$ cat src/sv/efba_pkg.sv
// Shared constants and codes for the exact-fit reuse bump allocator.
package efba_pkg;

	// Default sizing of the block table and of heap offsets.
	localparam int MAX_BLOCKS_DEF  = 64;
	localparam int OFFSET_BITS_DEF = 24;

	// Field widths of the request, response and register words.
	localparam int OPCODE_W  = 2;
	localparam int SIZE_W    = 24;
	localparam int ADDR_W    = 32;
	localparam int STATUS_W  = 2;
	localparam int HEAP_W    = 24;
	localparam int REG_IDX_W = 2;
	localparam int CFG_W     = 32;

	// A rounded size can reach one bit past the request width.
	localparam int RSIZE_W = SIZE_W + 1;

	// Bytes of header in front of every payload.
	localparam int HDR_BYTES = 8;

	// Request opcodes.
	localparam logic [OPCODE_W-1:0] OP_ALLOC = 2'd0;
	localparam logic [OPCODE_W-1:0] OP_FREE  = 2'd1;
	localparam logic [OPCODE_W-1:0] OP_CLEAR = 2'd2;

	// Response status codes.
	localparam logic [STATUS_W-1:0] ST_OK      = 2'd0;
	localparam logic [STATUS_W-1:0] ST_NO_ROOM = 2'd1;
	localparam logic [STATUS_W-1:0] ST_FULL    = 2'd2;
	localparam logic [STATUS_W-1:0] ST_IGNORED = 2'd3;

	// Configuration register indexes.
	localparam logic [REG_IDX_W-1:0] REG_MEMORY_BASE = 2'd0;
	localparam logic [REG_IDX_W-1:0] REG_HEAP_START  = 2'd1;
	localparam logic [REG_IDX_W-1:0] REG_HEAP_LIMIT  = 2'd2;

endpackage

$ cat src/sv/efba_if.sv
// Request and response channel interfaces of the allocator.
interface efba_req_if;
	logic                             valid;
	logic                             ready;
	logic [efba_pkg::OPCODE_W-1:0]    opcode;
	logic [efba_pkg::SIZE_W-1:0]      req_size;
	logic [efba_pkg::ADDR_W-1:0]      free_addr;

	modport source (output valid, opcode, req_size, free_addr, input ready);
	modport sink   (input valid, opcode, req_size, free_addr, output ready);
endinterface

interface efba_rsp_if;
	logic                             valid;
	logic                             ready;
	logic [efba_pkg::ADDR_W-1:0]      addr;
	logic [efba_pkg::STATUS_W-1:0]    status;
	logic                             reused;

	modport source (output valid, addr, status, reused, input ready);
	modport sink   (input valid, addr, status, reused, output ready);
endinterface

$ cat src/sv/exact_fit_reuse_bump_allocator.sv
// Heap allocator with exact-fit reuse of freed blocks and bump allocation.
//
// A request word on req carries an opcode (allocate, free, clear), a size and
// a payload address; every request yields exactly one response word on rsp
// with the payload address, a status and a reuse flag. Registers memory_base,
// heap_start and heap_limit are written through cfg_we, cfg_idx and cfg_data;
// the user writes them only while the block is idle, which it does not enforce.
// Allocate and free walk the block table from the newest entry to the oldest,
// one entry per cycle through the table memory's single read port; a hit ends
// the walk early. Clear and unused opcodes, and a free on an empty table,
// respond at the edge that accepts them. One request is worked on at a time;
// req is ready in the idle state once the response register is free or being
// emptied.
// Reset empties the table, loads the bump offset from heap_start's reset
// value and restores the register reset values. The table memory needs no
// clearing pass. When the receiver stalls, the response is held in its
// register and no new request is taken until it leaves.
module exact_fit_reuse_bump_allocator #(
	parameter int MAX_BLOCKS  = efba_pkg::MAX_BLOCKS_DEF,
	parameter int OFFSET_BITS = efba_pkg::OFFSET_BITS_DEF
) (
	input  logic                             clk,
	input  logic                             arst_n,
	efba_req_if.sink                         req,
	efba_rsp_if.source                       rsp,
	input  logic                             cfg_we,
	input  logic [efba_pkg::REG_IDX_W-1:0]   cfg_idx,
	input  logic [efba_pkg::CFG_W-1:0]       cfg_data
);

	localparam int IdxW = $clog2(MAX_BLOCKS);
	localparam int CntW = $clog2(MAX_BLOCKS + 1);
	localparam int EndW = ((OFFSET_BITS > efba_pkg::RSIZE_W) ? OFFSET_BITS
		: efba_pkg::RSIZE_W) + 3;
	localparam logic [EndW-1:0] OffMask = EndW'((64'd1 << OFFSET_BITS) - 64'd1);
	localparam logic [CntW-1:0] CntMax  = CntW'(MAX_BLOCKS);

	// One table entry: block start offset, rounded payload size, free flag.
	typedef struct packed {
		logic [OFFSET_BITS-1:0]            start;
		logic [efba_pkg::RSIZE_W-1:0]      size;
		logic                              free;
	} entry_t;

	typedef enum logic [1:0] {S_IDLE, S_SCAN, S_BUMP} state_t;

	state_t                            state_q;
	logic [CntW-1:0]                   cnt_q;
	logic [OFFSET_BITS-1:0]            bump_q;
	logic [IdxW-1:0]                   idx_q;
	logic                              is_free_q;
	logic [efba_pkg::RSIZE_W-1:0]      size_q;
	logic [efba_pkg::ADDR_W-1:0]       faddr_q;
	logic                              rsp_valid_q;
	logic [efba_pkg::ADDR_W-1:0]       rsp_addr_q;
	logic [efba_pkg::STATUS_W-1:0]     rsp_status_q;
	logic                              rsp_reused_q;

	logic [efba_pkg::ADDR_W-1:0]       memory_base_q;
	logic [efba_pkg::HEAP_W-1:0]       heap_start_q;
	logic [efba_pkg::HEAP_W-1:0]       heap_limit_q;

	entry_t                            mem [MAX_BLOCKS];
	entry_t                            rdata_q;
	logic [IdxW-1:0]                   rd_idx;
	logic                              mem_we;
	logic [IdxW-1:0]                   mem_waddr;
	entry_t                            mem_wdata;

	logic                              req_fire;
	logic [efba_pkg::RSIZE_W-1:0]      size_round;
	logic [OFFSET_BITS-1:0]            pa_start;
	logic [efba_pkg::ADDR_W-1:0]       pay_addr;
	logic                              hit;
	logic [EndW-1:0]                   limit;
	logic [EndW-1:0]                   new_start;
	logic [EndW-1:0]                   new_end;
	logic                              no_room;
	logic                              full;

	// Handshake of the two channels.
	assign req.ready  = (state_q == S_IDLE) && (!rsp_valid_q || rsp.ready);
	assign req_fire   = req.valid && req.ready;
	assign rsp.valid  = rsp_valid_q;
	assign rsp.addr   = rsp_addr_q;
	assign rsp.status = rsp_status_q;
	assign rsp.reused = rsp_reused_q;

	// Request size rounded up to a multiple of eight.
	assign size_round = (efba_pkg::RSIZE_W'(req.req_size) + efba_pkg::RSIZE_W'(7))
		& ~efba_pkg::RSIZE_W'(7);

	// Shared payload address adder: table entry during the walk, new block after it.
	assign pa_start = (state_q == S_SCAN) ? rdata_q.start : OFFSET_BITS'(new_start);
	assign pay_addr = memory_base_q + efba_pkg::ADDR_W'(pa_start)
		+ efba_pkg::ADDR_W'(efba_pkg::HDR_BYTES);

	// Match test for the entry read in the previous cycle.
	assign hit = is_free_q ? (pay_addr == faddr_q)
		: (rdata_q.free && (rdata_q.size == size_q));

	// Bump placement: align to four, add header and payload, check the limit.
	assign limit     = (EndW'(heap_limit_q) > OffMask) ? OffMask : EndW'(heap_limit_q);
	assign new_start = (EndW'(bump_q) + EndW'(3)) & ~EndW'(3);
	assign new_end   = new_start + EndW'(efba_pkg::HDR_BYTES) + EndW'(size_q);
	assign no_room   = new_end > limit;
	assign full      = cnt_q >= CntMax;

	// Read address leads the walk, naming the entry that is tested in the next cycle.
	assign rd_idx = (state_q == S_IDLE) ? IdxW'(cnt_q - CntW'(1)) : IdxW'(idx_q - IdxW'(1));

	// Table write: a hit updates the free flag, a bump adds a new entry.
	always_comb begin
		mem_we    = 1'b0;
		mem_waddr = idx_q;
		mem_wdata = rdata_q;
		mem_wdata.free = is_free_q;
		if (state_q == S_SCAN && hit) begin
			mem_we = 1'b1;
		end else if (state_q == S_BUMP && !no_room && !full) begin
			mem_we          = 1'b1;
			mem_waddr       = IdxW'(cnt_q);
			mem_wdata.start = OFFSET_BITS'(new_start);
			mem_wdata.size  = size_q;
			mem_wdata.free  = 1'b0;
		end
	end

	// Block table memory with registered read.
	always_ff @(posedge clk) begin
		if (mem_we) begin
			mem[mem_waddr] <= mem_wdata;
		end
		rdata_q <= mem[rd_idx];
	end

	// Configuration registers.
	always_ff @(posedge clk or negedge arst_n) begin
		if (!arst_n) begin
			memory_base_q <= '0;
			heap_start_q  <= '0;
			heap_limit_q  <= '1;
		end else if (cfg_we) begin
			unique case (cfg_idx)
				efba_pkg::REG_MEMORY_BASE: memory_base_q <= cfg_data;
				efba_pkg::REG_HEAP_START:  heap_start_q  <= efba_pkg::HEAP_W'(cfg_data);
				efba_pkg::REG_HEAP_LIMIT:  heap_limit_q  <= efba_pkg::HEAP_W'(cfg_data);
				default: ;
			endcase
		end
	end

	// Sequencer, allocator state and response register. The response register
	// is empty while a walk runs, so it only drains in the idle state.
	always_ff @(posedge clk or negedge arst_n) begin
		if (!arst_n) begin
			state_q      <= S_IDLE;
			cnt_q        <= '0;
			bump_q       <= '0;
			idx_q        <= '0;
			is_free_q    <= 1'b0;
			size_q       <= '0;
			faddr_q      <= '0;
			rsp_valid_q  <= 1'b0;
			rsp_addr_q   <= '0;
			rsp_status_q <= efba_pkg::ST_OK;
			rsp_reused_q <= 1'b0;
		end else begin
			unique case (state_q)
				S_IDLE: begin
					if (req_fire) begin
						size_q    <= size_round;
						faddr_q   <= req.free_addr;
						idx_q     <= IdxW'(cnt_q - CntW'(1));
						is_free_q <= (req.opcode == efba_pkg::OP_FREE);
						rsp_addr_q   <= '0;
						rsp_reused_q <= 1'b0;
						unique case (req.opcode)
							efba_pkg::OP_ALLOC: begin
								rsp_valid_q <= 1'b0;
								state_q <= (cnt_q == '0) ? S_BUMP : S_SCAN;
							end
							efba_pkg::OP_FREE: begin
								if (cnt_q == '0) begin
									rsp_valid_q  <= 1'b1;
									rsp_status_q <= efba_pkg::ST_IGNORED;
								end else begin
									rsp_valid_q <= 1'b0;
									state_q     <= S_SCAN;
								end
							end
							efba_pkg::OP_CLEAR: begin
								cnt_q        <= '0;
								bump_q       <= OFFSET_BITS'(heap_start_q);
								rsp_valid_q  <= 1'b1;
								rsp_status_q <= efba_pkg::ST_OK;
							end
							default: begin
								rsp_valid_q  <= 1'b1;
								rsp_status_q <= efba_pkg::ST_IGNORED;
							end
						endcase
					end else if (rsp.ready) begin
						rsp_valid_q <= 1'b0;
					end
				end
				S_SCAN: begin
					if (hit) begin
						state_q      <= S_IDLE;
						rsp_valid_q  <= 1'b1;
						rsp_status_q <= efba_pkg::ST_OK;
						rsp_addr_q   <= is_free_q ? '0 : pay_addr;
						rsp_reused_q <= !is_free_q;
					end else if (idx_q == '0) begin
						if (is_free_q) begin
							state_q      <= S_IDLE;
							rsp_valid_q  <= 1'b1;
							rsp_status_q <= efba_pkg::ST_IGNORED;
						end else begin
							state_q <= S_BUMP;
						end
					end else begin
						idx_q <= idx_q - IdxW'(1);
					end
				end
				S_BUMP: begin
					state_q     <= S_IDLE;
					rsp_valid_q <= 1'b1;
					if (no_room) begin
						rsp_status_q <= efba_pkg::ST_NO_ROOM;
					end else if (full) begin
						rsp_status_q <= efba_pkg::ST_FULL;
					end else begin
						rsp_status_q <= efba_pkg::ST_OK;
						rsp_addr_q   <= pay_addr;
						cnt_q        <= cnt_q + CntW'(1);
						bump_q       <= OFFSET_BITS'(new_end);
					end
				end
				default: state_q <= S_IDLE;
			endcase
		end
	end

`ifndef SYNTHESIS
	// The response register is empty whenever a walk or a placement is running.
	assert property (@(posedge clk) disable iff (!arst_n)
		(state_q != S_IDLE) |-> !rsp_valid_q)
		else $error("response pending while a request is in progress");

	// The table never holds more entries than it has rows.
	assert property (@(posedge clk) disable iff (!arst_n)
		cnt_q <= CntMax)
		else $error("block count exceeds table depth");

	// A clear empties the table and responds at once.
	assert property (@(posedge clk) disable iff (!arst_n)
		(req_fire && req.opcode == efba_pkg::OP_CLEAR) |=> (cnt_q == '0 && rsp_valid_q))
		else $error("clear did not empty the table");

	// A walk only ends in a placement for an allocate request.
	assert property (@(posedge clk) disable iff (!arst_n)
		(state_q == S_BUMP) |-> !is_free_q)
		else $error("free request reached bump placement");
`endif

endmodule

$ cat src/flat_wrapper.sv
// flat-port wrapper written by rule: the top's interface ports become plain ports
module exact_fit_reuse_bump_allocator_flat 
#(
	parameter int MAX_BLOCKS  = efba_pkg::MAX_BLOCKS_DEF,
	parameter int OFFSET_BITS = efba_pkg::OFFSET_BITS_DEF
)
  (clk, arst_n, cfg_we, cfg_idx, cfg_data, req_valid, req_opcode, req_req_size, req_free_addr, req_ready, rsp_valid, rsp_addr, rsp_status, rsp_reused, rsp_ready);
  efba_req_if req_i ();
  efba_rsp_if rsp_i ();
  input  logic clk;
  input  logic arst_n;
  input  logic cfg_we;
  input  logic [efba_pkg::REG_IDX_W-1:0] cfg_idx;
  input  logic [efba_pkg::CFG_W-1:0] cfg_data;
  input wire logic [$bits(req_i.valid)-1:0] req_valid;
  input wire logic [$bits(req_i.opcode)-1:0] req_opcode;
  input wire logic [$bits(req_i.req_size)-1:0] req_req_size;
  input wire logic [$bits(req_i.free_addr)-1:0] req_free_addr;
  output wire logic [$bits(req_i.ready)-1:0] req_ready;
  output wire logic [$bits(rsp_i.valid)-1:0] rsp_valid;
  output wire logic [$bits(rsp_i.addr)-1:0] rsp_addr;
  output wire logic [$bits(rsp_i.status)-1:0] rsp_status;
  output wire logic [$bits(rsp_i.reused)-1:0] rsp_reused;
  input wire logic [$bits(rsp_i.ready)-1:0] rsp_ready;
  assign req_i.valid = req_valid;
  assign req_i.opcode = req_opcode;
  assign req_i.req_size = req_req_size;
  assign req_i.free_addr = req_free_addr;
  assign req_ready = req_i.ready;
  assign rsp_valid = rsp_i.valid;
  assign rsp_addr = rsp_i.addr;
  assign rsp_status = rsp_i.status;
  assign rsp_reused = rsp_i.reused;
  assign rsp_i.ready = rsp_ready;
  exact_fit_reuse_bump_allocator #(.MAX_BLOCKS(MAX_BLOCKS), .OFFSET_BITS(OFFSET_BITS)) u_core (.clk(clk), .arst_n(arst_n), .req(req_i), .rsp(rsp_i), .cfg_we(cfg_we), .cfg_idx(cfg_idx), .cfg_data(cfg_data));
endmodule
$ cat config.mk
export PLATFORM = sky130hd
export DESIGN_NAME = exact_fit_reuse_bump_allocator_flat
export DESIGN_NICKNAME = d
export VERILOG_FILES = /design/src/sv/efba_pkg.sv /design/src/sv/efba_if.sv /design/src/sv/exact_fit_reuse_bump_allocator.sv /design/src/flat_wrapper.sv
export SDC_FILE = /design/constraint.sdc
export NUM_CORES = 2
export LEC_CHECK = 0
export CORE_ASPECT_RATIO = 0.9
export CORE_UTILIZATION = 55
export CTS_CLUSTER_DIAMETER = 80
export DETAILED_ROUTE_END_ITERATION = 10
export DONT_BUFFER_PORTS = 1
export PLACE_DENSITY = 0.7
export SLEW_MARGIN = 20
export SYNTH_ARGS = -nofsm -noshare
export SYNTH_HDL_FRONTEND = slang
export SYNTH_SLANG_ARGS = --single-unit
$ cat constraint.sdc
create_clock -name clk -period 14.3 [get_ports clk]
set_clock_uncertainty 0.05 [all_clocks]
set_input_delay 1.43 -clock clk [delete_from_list [all_inputs] [get_ports clk]]
set_output_delay 1.43 -clock clk [all_outputs]
set_load 0.02 [all_outputs]
Word-level counts from Yosys, hierarchy flattened:

Memory sizes are Yosys's and may differ from the RTL's. A register that Yosys moved wholly into a read port is not among the register bits.
Index checks and enable logic that the tools add are counted.

* register bits: 210
* word-level logic and storage cells: 137
* input bits: 97
* output and inout port bits: 37
* memories kept: 1
* RAM bits: 3200

* multiplexer cells: 59
* reductions and logical operators: 30
* $lt $le $gt $ge: 2
* $add $sub $neg: 9
* equal/unequal tests: 22

Memory list
* u_core.mem: words 64, bits a word 50, rd ports 1, clocked after Yosys merged registers in 1, write ports 1, line exact_fit_reuse_bump_allocator.sv:63 `entry_t mem [MAX_BLOCKS];`

Operators with widths (count)
* 2-to-1 mux 32 bit: 5
* 2-to-1 mux 24 bit: 5
* 2-to-1 mux 50 bit: 2
* one-hot mux 32 bit (3 select lines): 1
* one-hot mux 24 bit (2 select lines): 1
* 2-to-1 mux 6 bit: 6
* adder 32 x 24 -> 32 bit: 1
* adder 32 x 4 -> 32 bit, second input constant: 1
* equality test 32 bit: 1
* adder 28 x 25 -> 28 bit: 1
* adder 28 x 4 -> 28 bit, second input constant: 1
* > comparator 28 x 24 -> 1 bit: 1
* 2-to-1 mux 7 bit: 4
* 2-to-1 mux 2 bit: 13
* adder 24 x 2 -> 25 bit, second input constant: 1
* adder 24 x 3 -> 25 bit, second input constant: 1
* equality test 25 bit: 1
* one-hot mux 7 bit (2 select lines): 1
* 2-to-1 mux 1 bit: 13
* != test 2 bit, second input constant: 6
* one-hot mux 2 bit (3 select lines): 2
* one-hot mux 6 bit (2 select lines): 1
* AND reduction 4 bit: 3
* subtractor 6 x 1 -> 6 bit, second input constant: 2
* 23 further kinds: 48

Longest topological paths before layout:

* depth in word-level cells: 11
* mapped depth: 32
* mapped depth without buffers: 30

Worst setup path after synthesis:

OpenSTA, ideal clock, no wires.

* kind: register to register
* from: reg u_core.bump_q[1]
* to: mem u_core.mem[15][0] (netlist name) (enable)
* data required time: 13.776 ns
* path buffers: 2
* path slack: 5.423 ns
* setup time: 0.474 ns
* arrival: 8.353 ns
* period minus slack after synthesis: 8.877 ns
* cell stages (with the launch flop): 27
* cells stage by stage: dfrtp_1 o21a_1 and4_1 and3_1 and4_1 nand3_1 nor3_1 and3_1 and3_1 nand2_1 xnor2_1 mux2_2 ha_1 ha_1 buf_2 a211o_1 o211ai_2 a21boi_0 o21ai_0 nor2_1 or4b_1 nor4_2 o2111ai_1 o32a_1 buf_6 or4_4 a21oi_1

* longest elaborated chain between the ends: 11
* elaborated cells between the ends (all ways): 19
* those cells by class: add/sub (5); order compare (1); eq/ne (1); mux (8); reduce/logical (4)

RTL lines
* start: declaration: line exact_fit_reuse_bump_allocator.sv:49 `logic [OFFSET_BITS-1:0] bump_q;`
* start signal: assignment: line exact_fit_reuse_bump_allocator.sv:194 `bump_q <= OFFSET_BITS'(heap_start_q);`
* start signal: assignment: line exact_fit_reuse_bump_allocator.sv:237 `bump_q <= OFFSET_BITS'(new_end);`
* adder 24 x 2 -> 25 bit *: line exact_fit_reuse_bump_allocator.sv:104 `assign new_start = (EndW'(bump_q) + EndW'(3)) & ~EndW'(3);`
* adder 28 x 4 -> 28 bit: line exact_fit_reuse_bump_allocator.sv:105 `assign new_end = new_start + EndW'(efba_pkg::HDR_BYTES) + EndW'(size_q);`
* adder 28 x 25 -> 28 bit: line exact_fit_reuse_bump_allocator.sv:105
* > comparator 28 x 24 -> 1 bit: line exact_fit_reuse_bump_allocator.sv:106 `assign no_room = new_end > limit;`
* zero test 1 bit: line exact_fit_reuse_bump_allocator.sv:120 `end else if (state_q == S_BUMP && !no_room && !full) begin`
* logical AND 1 bit (2 in series): line exact_fit_reuse_bump_allocator.sv:120
* 2-to-1 mux 1 bit: line exact_fit_reuse_bump_allocator.sv:120
* 2-to-1 mux 1 bit: line exact_fit_reuse_bump_allocator.sv:118 `if (state_q == S_SCAN && hit) begin`
* 2-to-1 mux 1 bit: line exact_fit_reuse_bump_allocator.sv:131 `if (mem_we) begin`
* 2-to-1 mux 1 bit (not written as such): line exact_fit_reuse_bump_allocator.sv:132 `mem[mem_waddr] <= mem_wdata;`
* end: declaration: line exact_fit_reuse_bump_allocator.sv:63

Every way passes the cells marked *; elsewhere a longest branch is shown, timed or not.

Worst setup path after layout:

* from: reg u_core.bump_q[2]
* to: mem u_core.mem[56][21] (netlist name) (enable)

Same word-level chain as after synthesis.

==> results.yml <==
die:
  placementRows: 175
  dieArea_um2: 257000
  coreArea_um2: 253000
  start_util_pct: 55.3
  num_io_pins: 134
  die_h_um: 481
  die_width_um: 534
place:
  port_buffers: 0
  place_congestion: 0.933
  dp_hpwl_mm: 210
yosys:
  asyncSetResetFlopFracSynth_pct: 6.07
  syn_area_um2: 140000
  synth_cell_types: 92
  synth_seq_cells: 3460
  yosysTopAreaCell: "edfxtp_1"
  synth_flop_cell: "edfxtp_1"
  synth_fp_nets: 7449
  synth_seq_area_share_pct: 73.1
  synthTopCellsByArea: "edfxtp_1 69%, mux4_2 13%, dfrtp_1 3.3%"
  ys_warn_count: 0
  avgSynthCellArea_um2: 19.4
  yosysTopAreaCellShare_pct: 68.7
  synth_edf_count: 3200
  syn_inst: 7229
critical_path:
  cp_common_cell: "and3_1"
  worstPathRequired_ps: 14720
  critPathTopFamily: "simple AND/OR/NAND/NOR gates"
  crit_type: "register to register"
  timing.critical_path.arrival_ps: 11020
  path_max_fanout: 48
  path_buf_inv: 2
  max_stage_delay_ps: 880
  crit_path_end_kind: "register"
  cp_slowest_cell: "buf_4"
  cp-start-kind: "register"
cts:
  h-tree-depth: 5
  cts_resized: 0
  cts-buffers-inserted: 341
  cts_hold_buf: 0
  clkLatencyLatePin_ps: 890
  cts_root_buf: "clkbuf_16"
  clk_path_buf_depth: 4
  cts_tree: "built"
  post_cts_buffers: 0
  cts.sinks: 3460
  path_clk_slew_ps: 60
final_layout:
  n_fill_cell: 17400
  seqCellArea_um2: 102000
  syn2layout_area_growth_pct: 11.4
  final_nets: 7568
  final_common_cell: "edfxtp_1"
  layout-drive-gt1-share_pct: 23.2
  final_cell_mix: "3200 x edfxtp_1, 800 x mux4_2, 361 x a211oi_1"
  multi_input_area_um2: 36700
sta:
  period_share_pct: 74.1
  max_freq_mhz: 94.4
  finalMaxSlewViolations: 0
  rsz0062_at_grt: "no"
  tightest_slew_ps: 1290
  setup_viol: 0
  period_minus_slack_ps: 10590
  fin_tns_setup_ps: 0
  hold_viol_final: 0
  relSlewSlack_pct: 13.7
drt:
  vias: 72400
  ant_nets: 0
  drc: 0
  first_pass_iters: 6
  drt_iter0_drc: 9007
  viasPerCell: 6.59
  routedWlPerCell_um: 33.0
  routed_wirelength_mm: 362
hold_path:
  hold_class: "input port to async pin"
global_routing:
  track_usage_pct: 28.3
  antenna_found_initial: 5
  grt_overflow: 0
  grt_max_degree: 211
  grt_pass1_wl_mm: 518
  first_global_vias: 71700
job:
  maxCapViolCount: 0
run_status:
  status: "completed"
==> layer usage <==
metal  vias to the layer above  routed length, µm  global-route usage, %
met5                         -                 13                      0
met4                         2              11400                   8.43
met3                       536              35600                   6.02
met2                      3660             167000                   42.9
met1                     38400             149000                   41.8
li1                      29800                  -                      -
==> cell families after synthesis <==
logic type               count (synthesis)  share of synthesized area, %
buffers and inverters                  482                          1.34
AND/OR/NAND/NOR                        884                          3.20
XOR/XNOR                               152                          1.02
adder cells (fa/ha/maj)                123                          1.11
multiplexers                          1191                          15.8
AO/OA/AOI/OAI                          937                          4.36
flip-flops                            3460                          73.1
==> stage by stage <==
| stage | instance area (µm²) | hold slack, ps | utilization [%] | instances | setup slack, ps |
|---|---|---|---|---|---|
| 2_1_floorplan | 140000 | 415 | - | 7229 | 5420 |
| 3_3_place_gp | 145000 | 438 | 57.4 | 10400 | 3680 |
| 3_5_place_dp | 145000 | 433 | 57.4 | 10400 | 3980 |
| 4_1_cts | 156000 | 133 | 61.6 | 11000 | 3940 |
| 5_1_grt | 156000 | 155 | 61.7 | 11000 | 3280 |
| 6_report | 156000 | 194 | 61.7 | 11000 | 3710 |
==> final cells by class <==
type,instances,share of cell area (%)
diodes,1,0.00160
repair buffers,193,1.12
multi-input cells,3287,23.5
flip-flops and latches,3460,65.6
clock inverters,164,0.966
well taps,3363,2.70
inverters,65,0.156
clock buffers,443,5.91
==> registers in the layout, indices dropped and copies added, names as in the netlist, 6 cells and up <==
name                  cells
u_core.bump_q            24
u_core.cnt_q              7
u_core.faddr_q           32
u_core.heap_limit_q      24
u_core.heap_start_q      24
u_core.idx_q              6
u_core.mem             3200
u_core.memory_base_q     32
u_core.rdata_q           50
u_core.rsp.addr          32
u_core.size_q            22
==> worst register-to-register path, delay by kind of cell, from the launching register on <==
family / cells / cell delay [ps]
simple gates: 14 / 4810
compound gates: 5 / 1950
buf+inv: 2 / 1640
fa+ha+maj: 2 / 790
flops: 1 / 370
xor+xnor: 1 / 280
mux: 1 / 240
==> synth_stat cells (9+ instances only) <==
library cell	number
mux2_2	146
a21o_1	27
o2111ai_1	16
and3_1	19
nor3b_1	9
o21a_1	20
and2_1	24
nand2b_1	12
inv_1	65
nand4_1	39
nor3_1	38
o21ai_0	95
nand3_1	38
nor4_1	10
buf_2	27
clkbuf_1	272
a211oi_1	363
ha_1	121
dfxtp_1	50
buf_1	110
a21oi_1	321
dfstp_2	24
mux2i_1	234
dfrtp_1	186
xor2_1	58
nor2b_1	213
nor2_1	123
xnor2_1	87
edfxtp_1	3200
o211ai_1	12
mux4_2	800
nand2_1	306
==> final timing paths <==
path                                          startpoint                         endpoint  slack [ps]  cells past startpoint
setup / recovery            u_core.bump_q[2]$_DFFE_PN0P_     u_core.mem[56][21]$_DFFE_PP_        3710                     25
hold / removal                                    arst_n  u_core.rsp.addr[27]$_DFFE_PN0P_         190                      0
setup reg to reg            u_core.bump_q[2]$_DFFE_PN0P_     u_core.mem[56][21]$_DFFE_PP_        3710                     25
hold reg to reg            u_core.faddr_q[2]$_DFFE_PN0P_    u_core.faddr_q[2]$_DFFE_PN0P_         450                      2
max in group asynchronous                         arst_n    u_core.size_q[17]$_DFFE_PN0P_       13400                      0
min in group clk           u_core.faddr_q[2]$_DFFE_PN0P_    u_core.faddr_q[2]$_DFFE_PN0P_         450                      2
Power is not shown: default switching activity piles up to over one toggle a cycle in this logic, so the estimate is an artifact.
